==> config.mk <==
export PLATFORM = sky130hd
export DESIGN_NAME = clt_entry_update
export DESIGN_NICKNAME = d
export VERILOG_FILES = /design/src/rtl/core/clt_pkg.sv /design/src/rtl/core/clt_entry_update.sv
export SDC_FILE = /design/constraint.sdc
export NUM_CORES = 1
export LEC_CHECK = 0
export BUFFER_PORTS_ARGS = -buffer_cell sky130_fd_sc_hd__buf_2
export CELL_PAD_IN_SITES_DETAIL_PLACEMENT = 0
export CELL_PAD_IN_SITES_GLOBAL_PLACEMENT = 1
export CORE_AREA = 2 2 166 168
export DETAILED_ROUTE_END_ITERATION = 10
export DIE_AREA = 0 0 168 170
export MAX_ROUTING_LAYER = met4
export PLACE_DENSITY = 0.91
export SYNTH_ARGS = -nofsm -noshare
export SYNTH_HDL_FRONTEND = slang
export SYNTH_SLANG_ARGS = --single-unit
==> constraint.sdc <==
create_clock -name vclk -period 4.65
set_clock_uncertainty 0.05 [all_clocks]
set_input_delay 0.465 -clock vclk [all_inputs]
set_output_delay 0.465 -clock vclk [all_outputs]
set_load 0.005 [all_outputs]
==> src/rtl/core/clt_pkg.sv <==
// types, codes and constants shared by the connection liveness tracker
`timescale 1ns / 1ps

package clt_pkg;

  localparam int NUM_CONNS_DEF = 1024;

  localparam int INDEX_W = 10;
  localparam int TIME_W = 32;
  localparam int BACKEND_W = 16;
  localparam int SEQ_W = 32;
  localparam int CFG_W = 16;
  localparam int OPEN_W = 11;
  localparam int CNT_W = 32;

  // commands
  localparam logic [2:0] CMD_START = 3'd0;
  localparam logic [2:0] CMD_DONE = 3'd1;
  localparam logic [2:0] CMD_ERROR = 3'd2;
  localparam logic [2:0] CMD_REPLY = 3'd3;
  localparam logic [2:0] CMD_BREAK = 3'd4;
  localparam logic [2:0] CMD_SCAN = 3'd5;

  // connection phases
  localparam logic [2:0] PH_IDLE = 3'd0;
  localparam logic [2:0] PH_CONNECTING = 3'd1;
  localparam logic [2:0] PH_OPEN = 3'd2;
  localparam logic [2:0] PH_BROKEN = 3'd3;
  localparam logic [2:0] PH_FAILED = 3'd4;

  // result actions
  localparam logic [1:0] ACT_NONE = 2'd0;
  localparam logic [1:0] ACT_BEAT = 2'd1;
  localparam logic [1:0] ACT_BROKEN = 2'd2;
  localparam logic [1:0] ACT_FAILED = 2'd3;

  // break causes
  localparam logic [1:0] CAUSE_RST = 2'd0;
  localparam logic [1:0] CAUSE_TIMEOUT = 2'd2;
  localparam logic [1:0] CAUSE_WRONG_BACKEND = 2'd3;

  // configuration register indexes
  localparam logic [1:0] REG_HB_INTERVAL = 2'd0;
  localparam logic [1:0] REG_REPLY_TIMEOUT = 2'd1;
  localparam logic [1:0] REG_CONNECT_TIMEOUT = 2'd2;

  localparam logic [CFG_W-1:0] HB_INTERVAL_RST = 16'd100;
  localparam logic [CFG_W-1:0] REPLY_TIMEOUT_RST = 16'd2000;
  localparam logic [CFG_W-1:0] CONNECT_TIMEOUT_RST = 16'd5000;

  localparam logic [OPEN_W-1:0] OPEN_MAX = '1;
  localparam logic [CNT_W-1:0] CNT_MAX = '1;

  typedef struct packed {
    logic [2:0] phase;
    logic backend_valid;
    logic hb_outstanding;
    logic [BACKEND_W-1:0] backend;
    logic [TIME_W-1:0] time_mark;
    logic [TIME_W-1:0] next_beat;
    logic [SEQ_W-1:0] beat_counter;
  } entry_t;

  typedef struct packed {
    logic [CFG_W-1:0] hb_interval;
    logic [CFG_W-1:0] reply_timeout;
    logic [CFG_W-1:0] connect_timeout;
  } cfg_t;

  typedef struct packed {
    logic [1:0] action;
    logic [1:0] cause;
    logic [SEQ_W-1:0] seq;
    logic open_inc;
    logic open_dec;
    logic brk;
  } upd_t;

endpackage

==> src/rtl/core/clt_entry_update.sv <==
// next-state logic for one connection entry and one command
`timescale 1ns / 1ps

module clt_entry_update (
  input  logic [2:0]                    cmd,
  input  logic [clt_pkg::TIME_W-1:0]    now_ms,
  input  logic [clt_pkg::BACKEND_W-1:0] reply_backend,
  input  logic [1:0]                    break_cause,
  input  clt_pkg::cfg_t                 cfg,
  input  clt_pkg::entry_t               entry,
  output clt_pkg::entry_t               entry_next,
  output clt_pkg::upd_t                 upd
);
  import clt_pkg::*;

  logic [TIME_W-1:0] d_mark;
  logic [TIME_W-1:0] d_beat;
  logic connect_expired;
  logic reply_expired;
  logic beat_due;
  logic [SEQ_W-1:0] seq_inc;

  // elapsed time counts only while the difference is below half the range
  assign d_mark = now_ms - entry.time_mark;
  assign d_beat = now_ms - entry.next_beat;
  assign connect_expired = !d_mark[TIME_W-1]
                           && (d_mark > {{(TIME_W-CFG_W){1'b0}}, cfg.connect_timeout});
  assign reply_expired = !d_mark[TIME_W-1]
                         && (d_mark > {{(TIME_W-CFG_W){1'b0}}, cfg.reply_timeout});
  assign beat_due = !d_beat[TIME_W-1];
  assign seq_inc = entry.beat_counter + 1'b1;

  always_comb begin
    entry_next = entry;
    upd = '0;
    case (cmd)
      CMD_START: begin
        if (entry.phase == PH_IDLE) begin
          entry_next.phase = PH_CONNECTING;
          entry_next.time_mark = now_ms;
        end
      end
      CMD_DONE: begin
        if (entry.phase == PH_CONNECTING) begin
          entry_next.phase = PH_OPEN;
          entry_next.next_beat = now_ms;
          entry_next.beat_counter = seq_inc;
          entry_next.hb_outstanding = 1'b1;
          entry_next.time_mark = now_ms;
          upd.open_inc = 1'b1;
          upd.action = ACT_BEAT;
          upd.seq = seq_inc;
        end
      end
      CMD_ERROR: begin
        if (entry.phase == PH_IDLE || entry.phase == PH_CONNECTING) begin
          entry_next.phase = PH_FAILED;
          upd.action = ACT_FAILED;
        end
      end
      CMD_REPLY: begin
        if (entry.phase == PH_OPEN) begin
          entry_next.hb_outstanding = 1'b0;
          entry_next.next_beat = now_ms + {{(TIME_W-CFG_W){1'b0}}, cfg.hb_interval};
          if (!entry.backend_valid) begin
            entry_next.backend = reply_backend;
            entry_next.backend_valid = 1'b1;
          end else if (entry.backend != reply_backend) begin
            entry_next.phase = PH_BROKEN;
            upd.open_dec = 1'b1;
            upd.brk = 1'b1;
            upd.action = ACT_BROKEN;
            upd.cause = CAUSE_WRONG_BACKEND;
          end
        end
      end
      CMD_BREAK: begin
        if (entry.phase == PH_OPEN) begin
          entry_next.phase = PH_BROKEN;
          entry_next.hb_outstanding = 1'b0;
          upd.open_dec = 1'b1;
          upd.brk = 1'b1;
          upd.action = ACT_BROKEN;
          upd.cause = break_cause;
        end
      end
      CMD_SCAN: begin
        if (entry.phase == PH_CONNECTING) begin
          if (connect_expired) begin
            entry_next.phase = PH_FAILED;
            upd.action = ACT_FAILED;
          end
        end else if (entry.phase == PH_OPEN) begin
          if (entry.hb_outstanding) begin
            if (reply_expired) begin
              entry_next.phase = PH_BROKEN;
              entry_next.hb_outstanding = 1'b0;
              upd.open_dec = 1'b1;
              upd.brk = 1'b1;
              upd.action = ACT_BROKEN;
              upd.cause = CAUSE_TIMEOUT;
            end
          end else if (beat_due) begin
            entry_next.beat_counter = seq_inc;
            entry_next.hb_outstanding = 1'b1;
            entry_next.time_mark = now_ms;
            upd.action = ACT_BEAT;
            upd.seq = seq_inc;
          end
        end
      end
      default: begin
        upd.cause = CAUSE_RST;
      end
    endcase
  end

endmodule

==> run metrics <==
status=completed; post-DP HPWL=approximately 35,000 µm; WL per Instance=19.4 µm; Starting DRT DRC Count=around 1,200; GRT overflow=0; synth cell count leaders=nand2_1, a21oi_1, nor2_1; Via density=around 5.7; Final Power=1.37 mW; max-cap viol count=0; Core Region=26,700 µm²; Crit Path Class=primary input to output port; Port Buffers=about 370; largest cells by area after synthesis=ha_1, a21oi_1, nand2_1; Setup crit start kind=primary input; YS warnings=0; clock buf count=0; DRT Wirelength=between 40,000 and 50,000 µm; post-synth cell types=72; Slew HR=0.172; flip-flop and latch count=0; CP cell instances=buf_4 -> ha_4 -> a21o_1 -> or3_4 -> o21a_4 -> o41ai_4 -> o21bai_1 -> a21oi_2 -> xnor2_2 -> ha_1 -> nand4_1 -> o21ai_1 -> a21oi_1 -> a21o_1 -> o22ai_2 -> a21oi_2 -> nand2_1 -> o211a_1 -> buf_2; final non-filler cell total=2,217; worst hold start=entry[31]; crit end category=output port; PwrDens=approximately 120 nW/µm²; initial antenna violation count=4; Setup TNS=0 ns; slowest CP cell=o41ai_4; GP Congestion=roughly 0.95; post-route ant nets=0; syn avg cell area=5.97 µm²; top-count cell post-synth=nand2_1; crit path time final=~4.5 ns; Worst Hold Depth=3; hold path endpoint=entry_next[31]; die span in y=around 170 µm; area leader, netlist=ha_1; CP peak stage delay=approximately 0.46 ns; worst-margin pin slew=approximately 1.2 ns; Mapped Cells=1,504; Hold WC Path Type=primary input to output port; Die ar.=around 29,000 µm²; CP arrival=around 4.0 ns; Cell Rows=60; placed cells=approximately 2,200; RSZ-0062 raised after global routing=true; Max FO, Critical Path=3; peak supply drop=between 0.05 and 0.06 mV; Required @ worst endpoint=about 4.1 ns; first-pass GRT wire length=about 65,000 µm; # DRC=0; final cycle utilization of the critical path=0.970; router iterations before antenna repair=5; max-slew violation count=0; Register Area=0 µm²; share of cells above drive strength 1=0.275; global-route usage over all layers=0.292; initial core utilization=0.337; final net count=between 2,000 and 2,500; fillers=2,881; leak pwr=6.01 nW; Final Setup Violations=0; vias in the first global route=roughly 12,000; Seq/Total Area, Yosys=0; synth-to-layout area growth=31.0%; multi-input gate area in the final layout=between 8000 and 9000 µm²; Final Hold Viols=0; die width=approximately 170 µm; Max Freq=~220 MHz; largest net degree at the start of global routing=65; mapped cell area=between 8000 and 9000 µm²; vias=~13,000; IO Pins=approximately 370; Synth top area share=0.159; Synth Net Count=approximately 1,800
-- worst max-delay path, delay by kind of cell --
family / cells / cell delay [ns]
AND/OR/NAND/NOR: 3 / 0.56
adder cells (fa/ha/maj): 2 / 0.55
XOR/XNOR: 1 / 0.17
buffers and inverters: 2 / 0.26
AO/OA/AOI/OAI: 11 / 2.00
-- worst max-delay path by stage --
stage              start       to  slack (ns)  depth (start not counted)
2_1_floorplan  entry[68]  upd[38]        0.37                         18
3_3_place_gp   now_ms[0]  upd[38]        0.02                         21
3_5_place_dp   now_ms[0]  upd[38]       -0.04                         21
4_1_cts        entry[68]  upd[38]       0.009                         20
5_1_grt        now_ms[4]  upd[38]       -0.05                         19
6_report       now_ms[4]  upd[38]        0.14                         19
-- cells by family after synthesis --
family,synth area share
simple gates,0.291
compound gates,0.318
buf+inv,0.0828
xor+xnor,0.115
fa+ha+maj,0.163
mux,0.0302
-- cell type report --
type / instances / share of cell area
repair buffers: 450 / 0.212
multi-input cells: 1307 / 0.714
diodes: 3 / 0.000638
inverters: 116 / 0.0370
well taps: 341 / 0.0363
-- per-layer routing --
layer  part of all wire  up-vias  global-route usage
met5                  0        -                   -
met4              0.018        0              0.0510
met3              0.098       58              0.0414
met2               0.46      636               0.476
met1               0.43     5875               0.390
li1                   -     6085                   -
-- metrics by stage --
step                      area (µm²)  setup WS (ns)  utilization  hold WS, ns
final                          11800          0.137        0.441         1.17
after global routing           11800        -0.0476        0.441         1.18
after CTS                      11600        0.00938        0.436         1.17
after detailed placement       11600        -0.0363        0.435         1.17
after global placement         11600         0.0207        0.435         1.16
after floorplan                 8980          0.373            -        0.935
-- cell usage in the layout (no fill, tap or decap), drive strengths merged, types with 9 or more instances in the layout --
cell type  count
ha           114
nor3          56
inv          114
nor2         155
o221ai        21
o21ai         89
a21o          45
or3           10
buf          450
xor2          54
xnor2         64
o22ai         11
mux2          17
nand3         38
a21oi        201
nor2b          9
nand2        236
and3          14
a22oi         19
a31oi         15
nand2b        11
nand4         26
a221oi        12
-- power breakdown --
part | internal, mW | switching (mW)
logic | 0.580 | 0.788
registers | 0 | 0
clock network | 0.0000000863 | 0
total | 0.580 | 0.788
-- what timing repair did --
action,CTS,global route
hold buffers,0,0
gates resized for setup,1,33
setup buffers,0,3
setup endpoints to repair,1,15
endpoints found under the hold margin,0,0
pin swaps,0,18
(Power assumes the default switching activity.)
